`config.mk`:
```
export PLATFORM = sky130hd
export DESIGN_NAME = scalar_kalman_filter_flat
export DESIGN_NICKNAME = d
export VERILOG_FILES = /design/src/rtl/core/skf_pkg.sv /design/src/rtl/core/skf_in_if.sv /design/src/rtl/core/skf_out_if.sv /design/src/rtl/core/skf_cfg_if.sv /design/src/rtl/core/skf_div.sv /design/src/rtl/core/scalar_kalman_filter.sv /design/src/flat_wrapper.sv
export SDC_FILE = /design/constraint.sdc
export NUM_CORES = 2
export LEC_CHECK = 0
export ABC_AREA = 1
export BUFFER_PORTS_ARGS = -buffer_cell sky130_fd_sc_hd__buf_2
export CORE_UTILIZATION = 41
export CTS_CLUSTER_DIAMETER = 50
export CTS_CLUSTER_SIZE = 24
export DETAILED_ROUTE_END_ITERATION = 8
export PLACE_DENSITY = 0.59
export SETUP_SLACK_MARGIN = 0.2
export SKIP_LAST_GASP = 1
export SLEW_MARGIN = 20
export SYNTH_ARGS = -nofsm -noshare
export SYNTH_HDL_FRONTEND = slang
export SYNTH_SLANG_ARGS = --single-unit
export TNS_END_PERCENT = 1
```
`constraint.sdc`:
```
create_clock -name clk -period 10.2 [get_ports clk]
set_input_delay 0 -clock clk [delete_from_list [all_inputs] [get_ports clk]]
set_output_delay 0 -clock clk [all_outputs]
set_load 0.01 [all_outputs]
```
`src/rtl/core/skf_pkg.sv`:
```
// skf_pkg: shared types, constants and the microcode program of the scalar kalman filter
// no dependencies; imported by the configuration channel interface, the divider and the top level
package skf_pkg;

  // widths fixed by the data formats
  localparam int PC_W       = 4;
  localparam int STEP_W     = 6;
  localparam int REM_W      = 34;
  localparam int CFG_ADDR_W = 2;

  // quotient bits produced for a restart variance
  localparam logic [STEP_W-1:0] DIV_STEPS_RST = 6'd32;

  // configuration registers: reset value is 1.0 in q16.16
  localparam logic [31:0] REG_RESET = 32'h0001_0000;

  localparam logic [CFG_ADDR_W-1:0] CFG_START_VAR  = 2'd0;
  localparam logic [CFG_ADDR_W-1:0] CFG_PROC_NOISE = 2'd1;
  localparam logic [CFG_ADDR_W-1:0] CFG_MEAS_NOISE = 2'd2;

  // multiplier operand selection
  typedef enum logic [1:0] {
    MUL_NONE,
    MUL_RP,   // r * p0
    MUL_EG,   // error * gain
    MUL_RG    // r * gain
  } mul_sel_t;

  // divider launch
  typedef enum logic [1:0] {
    DIV_NONE,
    DIV_RST,  // r*p0 / (p0+r)
    DIV_OBS   // pp*2^f / (pp+r)
  } div_sel_t;

  // register write selection
  typedef enum logic [2:0] {
    WR_NONE,
    WR_LOAD,     // estimate and previous estimate take the start value
    WR_VAR_DIV,  // variance from the quotient
    WR_GAIN,     // gain from the quotient
    WR_EST,      // estimate step
    WR_VAR_MUL,  // variance from r * gain
    WR_PRED,     // 2x - x_prev
    WR_OUT       // result register
  } wr_sel_t;

  // jump conditions
  typedef enum logic [2:0] {
    C_NEVER,
    C_ALWAYS,
    C_NO_ITEM,
    C_OBS,
    C_DIV_BUSY,
    C_OUT_BUSY
  } cond_t;

  // program addresses
  localparam logic [PC_W-1:0] A_IDLE     = 4'd0;
  localparam logic [PC_W-1:0] A_DISPATCH = 4'd1;
  localparam logic [PC_W-1:0] A_RST_LOAD = 4'd2;
  localparam logic [PC_W-1:0] A_RST_DIV  = 4'd3;
  localparam logic [PC_W-1:0] A_RST_WAIT = 4'd4;
  localparam logic [PC_W-1:0] A_RST_VAR  = 4'd5;
  localparam logic [PC_W-1:0] A_OBS_DIV  = 4'd6;
  localparam logic [PC_W-1:0] A_OBS_WAIT = 4'd7;
  localparam logic [PC_W-1:0] A_OBS_GAIN = 4'd8;
  localparam logic [PC_W-1:0] A_OBS_MUL  = 4'd9;
  localparam logic [PC_W-1:0] A_OBS_EST  = 4'd10;
  localparam logic [PC_W-1:0] A_OBS_VAR  = 4'd11;
  localparam logic [PC_W-1:0] A_PRED     = 4'd12;
  localparam logic [PC_W-1:0] A_OUT      = 4'd13;
  localparam logic [PC_W-1:0] A_DONE     = 4'd14;

  // one control word
  typedef struct packed {
    logic            accept;
    mul_sel_t        mul;
    div_sel_t        div;
    wr_sel_t         wr;
    cond_t           cond;
    logic [PC_W-1:0] target;
  } ucode_t;

  // divider launch request
  typedef struct packed {
    logic              start;
    logic [STEP_W-1:0] steps;
  } div_req_t;

  function automatic ucode_t mk_word(input logic accept, input mul_sel_t mul,
                                     input div_sel_t div, input wr_sel_t wr,
                                     input cond_t cond, input logic [PC_W-1:0] target);
    ucode_t w;
    w.accept = accept;
    w.mul    = mul;
    w.div    = div;
    w.wr     = wr;
    w.cond   = cond;
    w.target = target;
    return w;
  endfunction

  // microcode rom: jump to target when cond holds, else fall through
  function automatic ucode_t ucode_rom(input logic [PC_W-1:0] addr);
    ucode_t w;
    unique case (addr)
      A_IDLE:     w = mk_word(1'b1, MUL_NONE, DIV_NONE, WR_NONE,    C_NO_ITEM,  A_IDLE);
      A_DISPATCH: w = mk_word(1'b0, MUL_NONE, DIV_NONE, WR_NONE,    C_OBS,      A_OBS_DIV);
      A_RST_LOAD: w = mk_word(1'b0, MUL_RP,   DIV_NONE, WR_LOAD,    C_NEVER,    A_IDLE);
      A_RST_DIV:  w = mk_word(1'b0, MUL_NONE, DIV_RST,  WR_NONE,    C_NEVER,    A_IDLE);
      A_RST_WAIT: w = mk_word(1'b0, MUL_NONE, DIV_NONE, WR_NONE,    C_DIV_BUSY, A_RST_WAIT);
      A_RST_VAR:  w = mk_word(1'b0, MUL_NONE, DIV_NONE, WR_VAR_DIV, C_ALWAYS,   A_PRED);
      A_OBS_DIV:  w = mk_word(1'b0, MUL_NONE, DIV_OBS,  WR_NONE,    C_NEVER,    A_IDLE);
      A_OBS_WAIT: w = mk_word(1'b0, MUL_NONE, DIV_NONE, WR_NONE,    C_DIV_BUSY, A_OBS_WAIT);
      A_OBS_GAIN: w = mk_word(1'b0, MUL_NONE, DIV_NONE, WR_GAIN,    C_NEVER,    A_IDLE);
      A_OBS_MUL:  w = mk_word(1'b0, MUL_EG,   DIV_NONE, WR_NONE,    C_NEVER,    A_IDLE);
      A_OBS_EST:  w = mk_word(1'b0, MUL_RG,   DIV_NONE, WR_EST,     C_NEVER,    A_IDLE);
      A_OBS_VAR:  w = mk_word(1'b0, MUL_NONE, DIV_NONE, WR_VAR_MUL, C_NEVER,    A_IDLE);
      A_PRED:     w = mk_word(1'b0, MUL_NONE, DIV_NONE, WR_PRED,    C_NEVER,    A_IDLE);
      A_OUT:      w = mk_word(1'b0, MUL_NONE, DIV_NONE, WR_OUT,     C_OUT_BUSY, A_OUT);
      A_DONE:     w = mk_word(1'b0, MUL_NONE, DIV_NONE, WR_NONE,    C_ALWAYS,   A_IDLE);
      default:    w = mk_word(1'b0, MUL_NONE, DIV_NONE, WR_NONE,    C_ALWAYS,   A_IDLE);
    endcase
    return w;
  endfunction

endpackage

```
`src/rtl/core/skf_in_if.sv`:
```
// skf_in_if: input item channel of the scalar kalman filter (kind, value)
// no dependencies
interface skf_in_if #(
  parameter int VALUE_BITS = 16
) ();
  logic                         valid;
  logic                         ready;
  logic                         kind;
  logic signed [VALUE_BITS-1:0] value;

  modport source (output valid, output kind, output value, input ready);
  modport sink   (input valid, input kind, input value, output ready);
endinterface

```
`src/rtl/core/skf_out_if.sv`:
```
// skf_out_if: result item channel of the scalar kalman filter (estimate, prediction)
// no dependencies
interface skf_out_if #(
  parameter int VALUE_BITS = 16
) ();
  logic                         valid;
  logic                         ready;
  logic signed [VALUE_BITS-1:0] estimate;
  logic signed [VALUE_BITS-1:0] prediction;

  modport source (output valid, output estimate, output prediction, input ready);
  modport sink   (input valid, input estimate, input prediction, output ready);
endinterface

```
`src/rtl/core/skf_cfg_if.sv`:
```
// skf_cfg_if: register write channel of the scalar kalman filter
// depends on skf_pkg for the address width
interface skf_cfg_if import skf_pkg::*; ();
  logic                  valid;
  logic                  ready;
  logic [CFG_ADDR_W-1:0] addr;
  logic [31:0]           data;

  modport source (output valid, output addr, output data, input ready);
  modport sink   (input valid, input addr, input data, output ready);
endinterface

```
`src/rtl/core/skf_div.sv`:
```
// skf_div: restoring divider, one quotient bit per cycle, shared by both filter paths
// depends on skf_pkg (div_req_t, REM_W, STEP_W)
module skf_div import skf_pkg::*; (
  input  logic             clk,
  input  logic             rst_n,
  input  div_req_t         req,
  input  logic [REM_W-1:0] dividend_hi,
  input  logic [31:0]      dividend_lo,
  input  logic [REM_W-1:0] divisor,
  output logic             busy,
  output logic [31:0]      quotient
);

  logic [STEP_W-1:0] cnt_r;
  logic [REM_W-1:0]  rem_r;
  logic [REM_W-1:0]  den_r;
  logic [31:0]       sh_r;

  logic [REM_W:0]    trial;
  logic [REM_W:0]    diff;
  logic              fits;

  // one trial subtraction
  always_comb begin
    trial = {rem_r, sh_r[31]};
    diff  = trial - {1'b0, den_r};
    fits  = (trial >= {1'b0, den_r});
  end

  // step counter
  always_ff @(posedge clk) begin
    if (!rst_n) begin
      cnt_r <= '0;
    end else if (req.start) begin
      cnt_r <= req.steps;
    end else if (busy) begin
      cnt_r <= cnt_r - 1'b1;
    end
  end

  // remainder and quotient shift register
  always_ff @(posedge clk) begin
    if (req.start) begin
      rem_r <= dividend_hi;
      sh_r  <= dividend_lo;
      den_r <= divisor;
    end else if (busy) begin
      rem_r <= fits ? diff[REM_W-1:0] : trial[REM_W-1:0];
      sh_r  <= {sh_r[30:0], fits};
    end
  end

  assign busy     = (cnt_r != '0);
  assign quotient = sh_r;

endmodule

```
`src/rtl/core/scalar_kalman_filter.sv`:
```
// scalar_kalman_filter: q16.16 random-walk kalman filter run by a microcoded sequencer
// depends on skf_pkg, skf_in_if, skf_out_if, skf_cfg_if and skf_div
//
//  channel | dir | handshake    | payload
//  --------+-----+--------------+--------------------------------------------
//  in_ch   | in  | valid/ready  | kind (1b), value (VALUE_BITS signed)
//  out_ch  | out | valid/ready  | estimate, prediction (VALUE_BITS signed)
//  cfg_ch  | in  | valid/ready  | addr (2b: p0, q, r), data (32b); always ready
//
// an item runs its steps from accept to the next accept; the divider, one quotient
// bit a cycle, works within both the restart and the observation steps. the result
// waits in an output register, so the next item is taken while it is pending; a
// stalled result holds the sequencer at its output step.
// reset is synchronous: registers go to 1.0, the filter state to zero.
module scalar_kalman_filter import skf_pkg::*; #(
  parameter int FRAC_BITS  = 16,
  parameter int VALUE_BITS = 16
) (
  input  logic      clk,
  input  logic      rst_n,
  skf_in_if.sink    in_ch,
  skf_out_if.source out_ch,
  skf_cfg_if.sink   cfg_ch
);

  localparam int GAIN_W = FRAC_BITS + 1;
  localparam logic signed [63:0] W32_MAX  = 64'sd2147483647;
  localparam logic signed [63:0] W32_MIN  = -64'sd2147483648;
  localparam logic signed [65:0] RND_66   = (66'sd1 <<< FRAC_BITS) - 66'sd1;
  localparam logic signed [33:0] RND_34   = (34'sd1 <<< FRAC_BITS) - 34'sd1;
  localparam logic signed [33:0] VAL_MAX  = (34'sd1 <<< (VALUE_BITS - 1)) - 34'sd1;
  localparam logic signed [33:0] VAL_MIN  = -VAL_MAX - 34'sd1;
  localparam logic [STEP_W-1:0]  OBS_STEPS = STEP_W'(FRAC_BITS + 1);

  // truncate toward zero to an integer and saturate
  function automatic logic signed [VALUE_BITS-1:0] to_out(input logic signed [33:0] fix);
    logic signed [33:0] adj;
    logic signed [33:0] whole;
    logic signed [33:0] sat;
    adj   = fix + (fix[33] ? RND_34 : 34'sd0);
    whole = adj >>> FRAC_BITS;
    if (whole > VAL_MAX) begin
      sat = VAL_MAX;
    end else if (whole < VAL_MIN) begin
      sat = VAL_MIN;
    end else begin
      sat = whole;
    end
    return sat[VALUE_BITS-1:0];
  endfunction

  // sequencer
  logic [PC_W-1:0] pc_r;
  logic [PC_W-1:0] pc_nxt;
  ucode_t          cw;
  logic            take;

  // configuration
  logic [31:0] p0_r;
  logic [31:0] q_r;
  logic [31:0] r_r;

  // filter state and working registers
  logic signed [31:0]   x_r;
  logic signed [31:0]   xp_r;
  logic [31:0]          var_r;
  logic                 kind_r;
  logic signed [31:0]   obs_r;
  logic [GAIN_W-1:0]    gain_r;
  logic signed [65:0]   prod_r;
  logic signed [33:0]   pred_r;
  logic                 den_zero_r;

  // result register
  logic                         out_valid_r;
  logic signed [VALUE_BITS-1:0] out_est_r;
  logic signed [VALUE_BITS-1:0] out_pred_r;

  // datapath nets
  logic                 in_acc;
  logic                 out_busy;
  logic signed [63:0]   val_wide;
  logic signed [31:0]   obs_fix;
  logic signed [32:0]   mul_a;
  logic signed [32:0]   mul_b;
  logic signed [32:0]   obs_ext;
  logic signed [32:0]   x_ext;
  logic signed [32:0]   err;
  logic [32:0]          rst_den;
  logic [32:0]          pp;
  logic [33:0]          obs_den;
  logic signed [65:0]   prod_adj;
  logic signed [65:0]   step_wide;
  logic [32:0]          x_sum;
  logic [33:0]          pred_val;

  // divider hookup
  div_req_t         div_req;
  logic [REM_W-1:0] div_hi;
  logic [31:0]      div_lo;
  logic [REM_W-1:0] div_den;
  logic             div_busy;
  logic [31:0]      div_quo;

  // control word fetch and jump decision
  always_comb begin
    cw       = ucode_rom(pc_r);
    in_acc   = in_ch.valid && cw.accept;
    out_busy = out_valid_r && !out_ch.ready;
    case (cw.cond)
      C_NEVER:    take = 1'b0;
      C_ALWAYS:   take = 1'b1;
      C_NO_ITEM:  take = !in_acc;
      C_OBS:      take = kind_r;
      C_DIV_BUSY: take = div_busy;
      C_OUT_BUSY: take = out_busy;
      default:    take = 1'b1;
    endcase
    pc_nxt = take ? cw.target : pc_r + 1'b1;
  end

  always_ff @(posedge clk) begin
    if (!rst_n) begin
      pc_r <= A_IDLE;
    end else begin
      pc_r <= pc_nxt;
    end
  end

  // register writes
  always_ff @(posedge clk) begin
    if (!rst_n) begin
      p0_r <= REG_RESET;
      q_r  <= REG_RESET;
      r_r  <= REG_RESET;
    end else if (cfg_ch.valid) begin
      unique case (cfg_ch.addr)
        CFG_START_VAR:  p0_r <= cfg_ch.data;
        CFG_PROC_NOISE: q_r  <= cfg_ch.data;
        CFG_MEAS_NOISE: r_r  <= cfg_ch.data;
        default: ;
      endcase
    end
  end

  // input value to fixed point, saturated to 32 bits
  always_comb begin
    val_wide = {{(64-VALUE_BITS){in_ch.value[VALUE_BITS-1]}}, in_ch.value} <<< FRAC_BITS;
    if (val_wide > W32_MAX) begin
      obs_fix = W32_MAX[31:0];
    end else if (val_wide < W32_MIN) begin
      obs_fix = W32_MIN[31:0];
    end else begin
      obs_fix = val_wide[31:0];
    end
  end

  // capture the accepted item
  always_ff @(posedge clk) begin
    if (in_acc) begin
      kind_r <= in_ch.kind;
      obs_r  <= obs_fix;
    end
  end

  // shared arithmetic
  always_comb begin
    obs_ext   = {obs_r[31], obs_r};
    x_ext     = {x_r[31], x_r};
    err       = obs_ext - x_ext;
    rst_den   = {1'b0, p0_r} + {1'b0, r_r};
    pp        = {1'b0, var_r} + {1'b0, q_r};
    obs_den   = {1'b0, pp} + {2'b00, r_r};
    prod_adj  = prod_r + (prod_r[65] ? RND_66 : 66'sd0);
    step_wide = prod_adj >>> FRAC_BITS;
    x_sum     = {x_r[31], x_r} + step_wide[32:0];
    pred_val  = ({{2{x_r[31]}}, x_r} <<< 1) - {{2{xp_r[31]}}, xp_r};
  end

  // multiplier operand select
  always_comb begin
    case (cw.mul)
      MUL_RP: begin
        mul_a = {1'b0, r_r};
        mul_b = {1'b0, p0_r};
      end
      MUL_EG: begin
        mul_a = err;
        mul_b = 33'({1'b0, gain_r});
      end
      MUL_RG: begin
        mul_a = {1'b0, r_r};
        mul_b = 33'({1'b0, gain_r});
      end
      default: begin
        mul_a = '0;
        mul_b = '0;
      end
    endcase
  end

  always_ff @(posedge clk) begin
    if (cw.mul != MUL_NONE) begin
      prod_r <= mul_a * mul_b;
    end
  end

  // divider launch
  always_comb begin
    div_req.start = (cw.div != DIV_NONE);
    case (cw.div)
      DIV_RST: begin
        div_req.steps = DIV_STEPS_RST;
        div_hi        = {2'b00, prod_r[63:32]};
        div_lo        = prod_r[31:0];
        div_den       = {1'b0, rst_den};
      end
      DIV_OBS: begin
        div_req.steps = OBS_STEPS;
        div_hi        = {2'b00, pp[32:1]};
        div_lo        = {pp[0], 31'd0};
        div_den       = obs_den;
      end
      default: begin
        div_req.steps = '0;
        div_hi        = '0;
        div_lo        = '0;
        div_den       = '0;
      end
    endcase
  end

  always_ff @(posedge clk) begin
    if (cw.div == DIV_RST) begin
      den_zero_r <= (rst_den == '0);
    end else if (cw.div == DIV_OBS) begin
      den_zero_r <= (obs_den == '0);
    end
  end

  skf_div u_div (
    .clk         (clk),
    .rst_n       (rst_n),
    .req         (div_req),
    .dividend_hi (div_hi),
    .dividend_lo (div_lo),
    .divisor     (div_den),
    .busy        (div_busy),
    .quotient    (div_quo)
  );

  // filter state updates
  always_ff @(posedge clk) begin
    if (!rst_n) begin
      x_r   <= '0;
      xp_r  <= '0;
      var_r <= '0;
    end else begin
      case (cw.wr)
        WR_LOAD: begin
          x_r  <= obs_r;
          xp_r <= obs_r;
        end
        WR_VAR_DIV: var_r <= den_zero_r ? 32'd0 : div_quo;
        WR_EST: begin
          xp_r <= x_r;
          x_r  <= x_sum[31:0];
        end
        WR_VAR_MUL: var_r <= prod_r[FRAC_BITS +: 32];
        default: ;
      endcase
    end
  end

  // gain and prediction working registers
  always_ff @(posedge clk) begin
    if (cw.wr == WR_GAIN) begin
      gain_r <= den_zero_r ? '0 : div_quo[GAIN_W-1:0];
    end
    if (cw.wr == WR_PRED) begin
      pred_r <= pred_val;
    end
  end

  // result register
  always_ff @(posedge clk) begin
    if (!rst_n) begin
      out_valid_r <= 1'b0;
    end else if (cw.wr == WR_OUT && !out_busy) begin
      out_valid_r <= 1'b1;
    end else if (out_ch.ready) begin
      out_valid_r <= 1'b0;
    end
  end

  always_ff @(posedge clk) begin
    if (cw.wr == WR_OUT && !out_busy) begin
      out_est_r  <= to_out({{2{x_r[31]}}, x_r});
      out_pred_r <= to_out(pred_r);
    end
  end

  assign in_ch.ready       = cw.accept;
  assign cfg_ch.ready      = 1'b1;
  assign out_ch.valid      = out_valid_r;
  assign out_ch.estimate   = out_est_r;
  assign out_ch.prediction = out_pred_r;

endmodule

```
`src/flat_wrapper.sv`:
```
// flat-port wrapper written by rule: the top's interface ports become plain ports
module scalar_kalman_filter_flat import skf_pkg::*;
#(
  parameter int FRAC_BITS  = 16,
  parameter int VALUE_BITS = 16
)
  (clk, rst_n, in_ch_valid, in_ch_kind, in_ch_value, in_ch_ready, out_ch_valid, out_ch_estimate, out_ch_prediction, out_ch_ready, cfg_ch_valid, cfg_ch_addr, cfg_ch_data, cfg_ch_ready);
  skf_in_if #(.VALUE_BITS(VALUE_BITS)) in_ch_i ();
  skf_out_if #(.VALUE_BITS(VALUE_BITS)) out_ch_i ();
  skf_cfg_if cfg_ch_i ();
  input  logic clk;
  input  logic rst_n;
  input wire logic [$bits(in_ch_i.valid)-1:0] in_ch_valid;
  input wire logic [$bits(in_ch_i.kind)-1:0] in_ch_kind;
  input wire logic [$bits(in_ch_i.value)-1:0] in_ch_value;
  output wire logic [$bits(in_ch_i.ready)-1:0] in_ch_ready;
  output wire logic [$bits(out_ch_i.valid)-1:0] out_ch_valid;
  output wire logic [$bits(out_ch_i.estimate)-1:0] out_ch_estimate;
  output wire logic [$bits(out_ch_i.prediction)-1:0] out_ch_prediction;
  input wire logic [$bits(out_ch_i.ready)-1:0] out_ch_ready;
  input wire logic [$bits(cfg_ch_i.valid)-1:0] cfg_ch_valid;
  input wire logic [$bits(cfg_ch_i.addr)-1:0] cfg_ch_addr;
  input wire logic [$bits(cfg_ch_i.data)-1:0] cfg_ch_data;
  output wire logic [$bits(cfg_ch_i.ready)-1:0] cfg_ch_ready;
  assign in_ch_i.valid = in_ch_valid;
  assign in_ch_i.kind = in_ch_kind;
  assign in_ch_i.value = in_ch_value;
  assign in_ch_ready = in_ch_i.ready;
  assign out_ch_valid = out_ch_i.valid;
  assign out_ch_estimate = out_ch_i.estimate;
  assign out_ch_prediction = out_ch_i.prediction;
  assign out_ch_i.ready = out_ch_ready;
  assign cfg_ch_i.valid = cfg_ch_valid;
  assign cfg_ch_i.addr = cfg_ch_addr;
  assign cfg_ch_i.data = cfg_ch_data;
  assign cfg_ch_ready = cfg_ch_i.ready;
  scalar_kalman_filter #(.FRAC_BITS(FRAC_BITS), .VALUE_BITS(VALUE_BITS)) u_core (.clk(clk), .rst_n(rst_n), .in_ch(in_ch_i), .out_ch(out_ch_i), .cfg_ch(cfg_ch_i));
endmodule
```
## Word level (Yosys, flattened, before mapping)

Memory sizes are Yosys's and may differ from the RTL's. A register that Yosys moved wholly into a read port is not among the register bits.
Index checks and enable logic that the tools add are counted.

| word-level totals | value |
|---|---|
| register bits after elaboration | 486 |
| latch bits | 0 |
| RAM bits | 0 |
| memory bits (read-only) | 240 |
| memories | 1 |

Memories:

| name | depth | bits a word | read ports | clocked after memory_dff | wr ports | RTL line | source |
|---|---|---|---|---|---|---|---|
| (name not given) | 16 | 15 | 1 | 1 | 0 | skf_pkg.sv:107 | `unique case (addr)` |

| operators by class | value |
|---|---|
| $add $sub $neg | 12 |
| $mul | 1 |
| div/mod/pow operators | 0 |
| magnitude comparators | 7 |
| equal/unequal tests | 18 |
| shift operators | 0 |
| mux-type cells | 30 |
| bitwise operators | 0 |
| reductions and logical operators | 23 |

Operator list:

| cell | number |
|---|---|
| $pmux 32 s2 | 6 |
| $mux 32 | 4 |
| $mux 34 | 3 |
| $mux 16 | 5 |
| $pmux 34 s2 | 1 |
| $add 32x32->33 | 2 |
| $mul 33x33->66 | 1 |
| $pmux 33 s2 | 1 |
| $add 48x48->48 | 1 |
| $gt 18x16->1 const B | 2 |
| $lt 18x16->1 const B | 2 |
| $ge 35x34->1 | 1 |
| $add 33x32->34 | 1 |
| $add 34x17->34 | 1 |
| $logic_not 34->1 | 1 |
| $sub 33x32->34 | 1 |
| $sub 34x34->34 | 1 |
| $add 32x17->33 | 1 |
| $logic_not 33->1 | 1 |
| $sub 32x32->33 | 1 |
| $add 32x32->32 | 1 |
| $gt 32x32->1 const B | 1 |
| $lt 32x32->1 const B | 1 |
| $eq 3x3->1 const B | 6 |
| 19 further kinds | 45 |

## Longest topological paths before layout

| depth | value |
|---|---|
| depth after elaboration | 5 |
| depth in mapped cells | 50 |

## Modules after synthesis

Synthesis repeated with hierarchy kept, for this count alone.

| second synthesis, totals | value |
|---|---|
| cells, all modules | 9190 |
| area total of the unflattened synthesis | 71677.5 sq um |

Modules (own cells, without submodules):

| module | instances | cells each | area each (sq um) | seq. area each (sq um) |
|---|---|---|---|---|
| scalar_kalman_filter | 1 | 8159 | 64269.1 | 9228.9 |
| skf_div | 1 | 1031 | 7408.4 | 3123.0 |

## Worst setup path after synthesis

OpenSTA, ideal clock, no wires.

| path | value |
|---|---|
| path kind | reg-to-reg |
| start point | register u_core.x_r[21] |
| end point | register u_core.prod_r[61] (data pin) |
| setup time | 259 ps |
| arrival time | 8867 ps |
| required time | 9941 ps |
| path slack | 1074 ps |
| stages on the path, launching flop included | 38 |
| path buffers | 2 |
| period minus slack after synthesis | 9126 ps |
| cell sequence | dfxtp_1 > inv_1 > ha_1 > buf_2 > a21oi_1 > o21ai_0 > a221oi_1 > o21ai_0 > nand3_1 > nand2_1 > nand2_1 > inv_1 > o31ai_1 > nand2_1 > nor2_1 > inv_1 > fa_1 > inv_1 > [2 not listed] > fa_1 > clkbuf_1 > inv_2 > fa_1 > inv_1 > fa_1 > fa_1 > fa_1 > ha_1 > nand2_1 > nor2_1 > inv_1 > nor3_1 > nand3_1 > o21ai_0 > nand3_1 > nand2_1 > xor2_1 |

| on the way | value |
|---|---|
| cells in the longest elaborated chain, start to end | 3 |

RTL lines:

| element | RTL line | source |
|---|---|---|
| from (decl) | scalar_kalman_filter.sv:64 | `logic signed [31:0] x_r;` |
| from (signal assigned) | scalar_kalman_filter.sv:261 | `x_r <= obs_r;` |
| from (signal assigned) | scalar_kalman_filter.sv:267 | `x_r <= x_sum[31:0];` |
| $sub 32x32->33 | scalar_kalman_filter.sv:170 | `err = obs_ext - x_ext;` |
| $pmux 33 s2 | scalar_kalman_filter.sv:182 | `case (cw.mul)` |
| $mul 33x33->66 | scalar_kalman_filter.sv:204 | `prod_r <= mul_a * mul_b;` |
| to (signal assigned) | scalar_kalman_filter.sv:204 |  |
| to (decl) | scalar_kalman_filter.sv:70 | `logic signed [65:0] prod_r;` |

Every way passes these cells.
A chain may end at the register's enable or synchronous reset.

## Worst setup path in the final report

| path | value |
|---|---|
| start point | register u_core.x_r[1] |
| end point | register u_core.prod_r[62] (data pin) |

Same word-level chain as after synthesis.

==> impl_metrics.ini <==
[status]
status = complete, no violations

[power]
pwr_density_cell_nw_per_um2 = 184.7
p_leak_nw = 38.88
ir_drop_mv = 0.4219
finalPower_w = 0.01402

[critical_path]
critical_path_class = reg2reg
arrival_ns = 10.11
worst_path_largest_cell_delay_ns = 0.60
cp_num_buf_inv = 6
start_kind = flop
critPathRequiredTime_ns = 10.60
cp-end-kind = flop
crit_path_frequent_cell = fa_1
r2r_slack_ns = 0.49
cp_slowest_cell = fa_1
crit_fanout = 8
crit_family = adder cells

[synth]
synth_cell_type_count = 63
async_flop_share_pct = 0
yosys_warnings = 0
ys_seq_area_share_pct = 17.74
syn-cell-area_um2 = 69630
synth_cells = 8625
ys_ff_latch = 484
synth-edff-count = 266
synth.avg_cell_area_um2 = 8.074
synth_ff_type = edfxtp_1

[detailed_routing]
vias_per_cell = 5.277
totalWireLength_um = 241400
drc = 0
drt_pre_antenna_iters = 6
wl_per_cell_um = 21.92
vias = 58090
drt_iter0_markers = 4755
ant_nets = 0

[die]
rows = 150
core_um2 = 168000
die_w_um = 414.1
io_pins = 91
die_area_um2 = 171500
fp.dieH_um = 414.1
initial_utilization_pct = 41.46

[final_layout]
fillCellCount = 16580
nNetsFinal = 10400
drive_gt1_share_pct = 6.009
area_growth_pct = 9.008
final_core_util_pct = 45.19

[global_routing]
grt_max_degree = 91
grt_usage_pct = 27.92
antenna_found_initial = 13
grt_pass1_wl_um = 363700
gr-total-overflow = 0
grt_pass1_vias = 58700

[job]
drv_cap = 0

[sta]
worstMarginPinSlew_ns = 1.097
relSlewSlack_pct = 26.64
finClkSkew_ns = 0.06704
setup_violations = 0
period_needed_ns = 9.709
setup_tns_ns = 0
rsz0062_at_grt = yes
final.hold.worst_slack_ns = 0.04910
maxSlewViolCount = 0
post-route-period-util_pct = 95.19
hold_viol = 0
fmax_mhz = 103.0

[clock_tree]
cts_htree_levels = 2
cts_root_buf = clkbuf_16
cts_inserted_buffers = 41
cts_buffer_depth = 3
cts_tree = built
clkSinkCount = 484
clk_pin_slew_ns = 0.09
clkLatencyLatePin_ns = 0.64

[placed_design]
gp_congestion = 1.069
portBuffers = 89
dp_hpwl_um = 201300

[hold_path]
hp-class = in2reg
## tightest hold or removal path: stages
cell	delay [ns]
buf_2	0.11
nand2_1	0.07
nor2_2	0.03
buf_4	0.23
nand2_1	0.10
nand3_1	0.07
## layout make-up
| class | count | area [um^2] | area share, % |
|---|---|---|---|
| Timing Repair Buffer | 363 | 2720 | 3.583 |
| Inverter | 1891 | 7128 | 9.391 |
| Clock inverter | 34 | 457.9 | 0.6033 |
| Tap cell | 2204 | 2758 | 3.633 |
| Sequential cell | 484 | 12350 | 16.27 |
| Multi-Input combinational cell | 5990 | 49460 | 65.16 |
| Antenna cell | 2 | 5.005 | 0.006593 |
| Clock buffer | 41 | 1026 | 1.352 |
## placed cells by master (no fill, tap or decap), types with 10 or more instances in the layout
cell	instances
a21boi_0	21
xnor2_1	116
fa_1	1100
conb_1	31
a22o_1	23
and2_1	22
xor2_1	160
a32o_1	18
nor3_1	56
o22ai_1	39
clkinv_1	17
ha_1	462
nand3_1	175
a21oi_1	535
o21ai_2	17
o21ai_0	394
edfxtp_1	266
or2_2	10
dfxtp_1	218
a31oi_1	87
nand4_1	53
clkbuf_16	41
buf_4	210
inv_2	25
o21a_1	30
o21bai_1	20
o21ai_1	19
buf_2	88
nand2_1	1586
nor4_1	18
nand2_2	24
inv_1	1841
nor2_1	807
a21o_1	29
nor2_2	14
dlygate4sd3_1	58
o211ai_1	18
## cell usage after synthesis, types with 4 or more instances
cell type	number	area, um^2
nand2_2	18	112.6
o21a_1	30	225.2
a221oi_1	5	43.79
nor3_1	61	305.3
edfxtp_1	266	7988
a21o_1	29	217.7
nand3_1	176	880.8
inv_2	25	93.84
o31ai_1	7	52.55
fa_1	1106	22140
o22ai_1	43	269.0
ha_1	467	5843
clkbuf_1	252	945.9
xnor2_1	117	1025
or2_2	10	62.56
o221ai_1	5	43.79
nor2_4	4	45.04
nand2_1	1593	5979
a31oi_1	87	544.3
nand4_1	53	331.6
nand3b_1	9	67.56
nor4_1	20	125.1
and2_1	22	137.6
o21ai_1	21	105.1
buf_4	4	30.03
dfxtp_1	218	4364
o21ai_2	8	70.07
a21oi_1	540	2703
clkinv_1	18	67.56
nor2_1	820	3078
a211oi_1	6	45.04
xor2_1	161	1410
o21bai_1	21	157.7
a21boi_0	21	157.7
a22o_1	23	201.4
a32o_1	18	180.2
buf_1	21	78.83
o211ai_1	18	135.1
buf_2	9	45.04
a21boi_1	6	45.04
o21ai_0	403	2017
inv_1	1848	6937
## final timing paths
path                            endpoint                         from  depth (start not counted)
min          u_core.q_r[16]$_SDFFE_PN1P_                 cfg_ch_valid                          6
max reg2reg  u_core.prod_r[62]$_DFFE_PP_   u_core.x_r[1]$_SDFFE_PN0P_                         39
min reg2reg  u_core.xp_r[3]$_SDFFE_PN0P_  u_core.xp_r[3]$_SDFFE_PN0P_                          2
max          u_core.prod_r[62]$_DFFE_PP_   u_core.x_r[1]$_SDFFE_PN0P_                         39
## flip-flops by register name, indices dropped and copies added (netlist names), 4 cells and up
register                  cells
u_core.obs_r                 16
u_core.prod_r                65
u_core.cw                    15
u_core.pc_r                   4
u_core.var_r                 32
u_core.x_r                   32
u_core.p0_r                  32
u_core.u_div.den_r           34
u_core.xp_r                  32
u_core.r_r                   32
u_core.u_div.quotient        32
u_core.out_ch.estimate       16
u_core.u_div.cnt_r            6
u_core.q_r                   32
u_core.out_ch.prediction     16
u_core.pred_r                34
u_core.u_div.rem_r           34
u_core.gain_r                17
## repair_timing
| item | in CTS | in global routing |
|---|---|---|
| endpoints found under the hold margin | 133 | 0 |
| pin swaps | 0 | 11 |
| hold buffers | 58 | 0 |
| resized for setup | 6 | 59 |
| setup endpoints to repair | 11 | 27 |
| gates cloned | 0 | 0 |
| setup buffers | 0 | 19 |
## cells by family (layout without fill, tap and decap cells)
| group | count (synthesis) | after routing | share of synthesized area, % |
|---|---|---|---|
| adders and majority gates | 1573 | 1573 | 40.19 |
| and+or+nand+nor | 2797 | 2797 | 16.10 |
| other | 2 | 33 | 0.01078 |
| muxes | 1 | 1 | 0.01438 |
| xor gates and xnor gates | 278 | 278 | 3.497 |
| buffers and inverters | 2180 | 2329 | 11.82 |
| DFF | 484 | 484 | 17.74 |
| AOI/OAI and AO/OA | 1310 | 1310 | 10.63 |
## report_power, final
| group | total (W) | internal, W | switching (W) |
|---|---|---|---|
| Sequential | 0.00333 | 0.00290 | 0.000434 |
| Clock | 0.00177 | 0.000842 | 0.000925 |
| Combinational | 0.00892 | 0.00309 | 0.00583 |
## layer usage
metal / track usage (%) / up-vias / wire (um)
met5: 0 / - / 73
met4: 10.53 / 10 / 10440
met3: 4.165 / 382 / 17970
met2: 45.05 / 2122 / 109400
met1: 37.86 / 28710 / 103500
li1: - / 26870 / -
## stage by stage
stage	cell area [um^2]	cells	setup slack, ns
final	75910	11010	0.4906
after global routing	75910	11010	0.08862
after CTS	75500	10990	0.1712
after detailed placement	73420	10860	0.06842
after global placement	73420	10860	0.08444
after floorplan	69740	8654	1.074
Power figures use the tool's default switching activity.
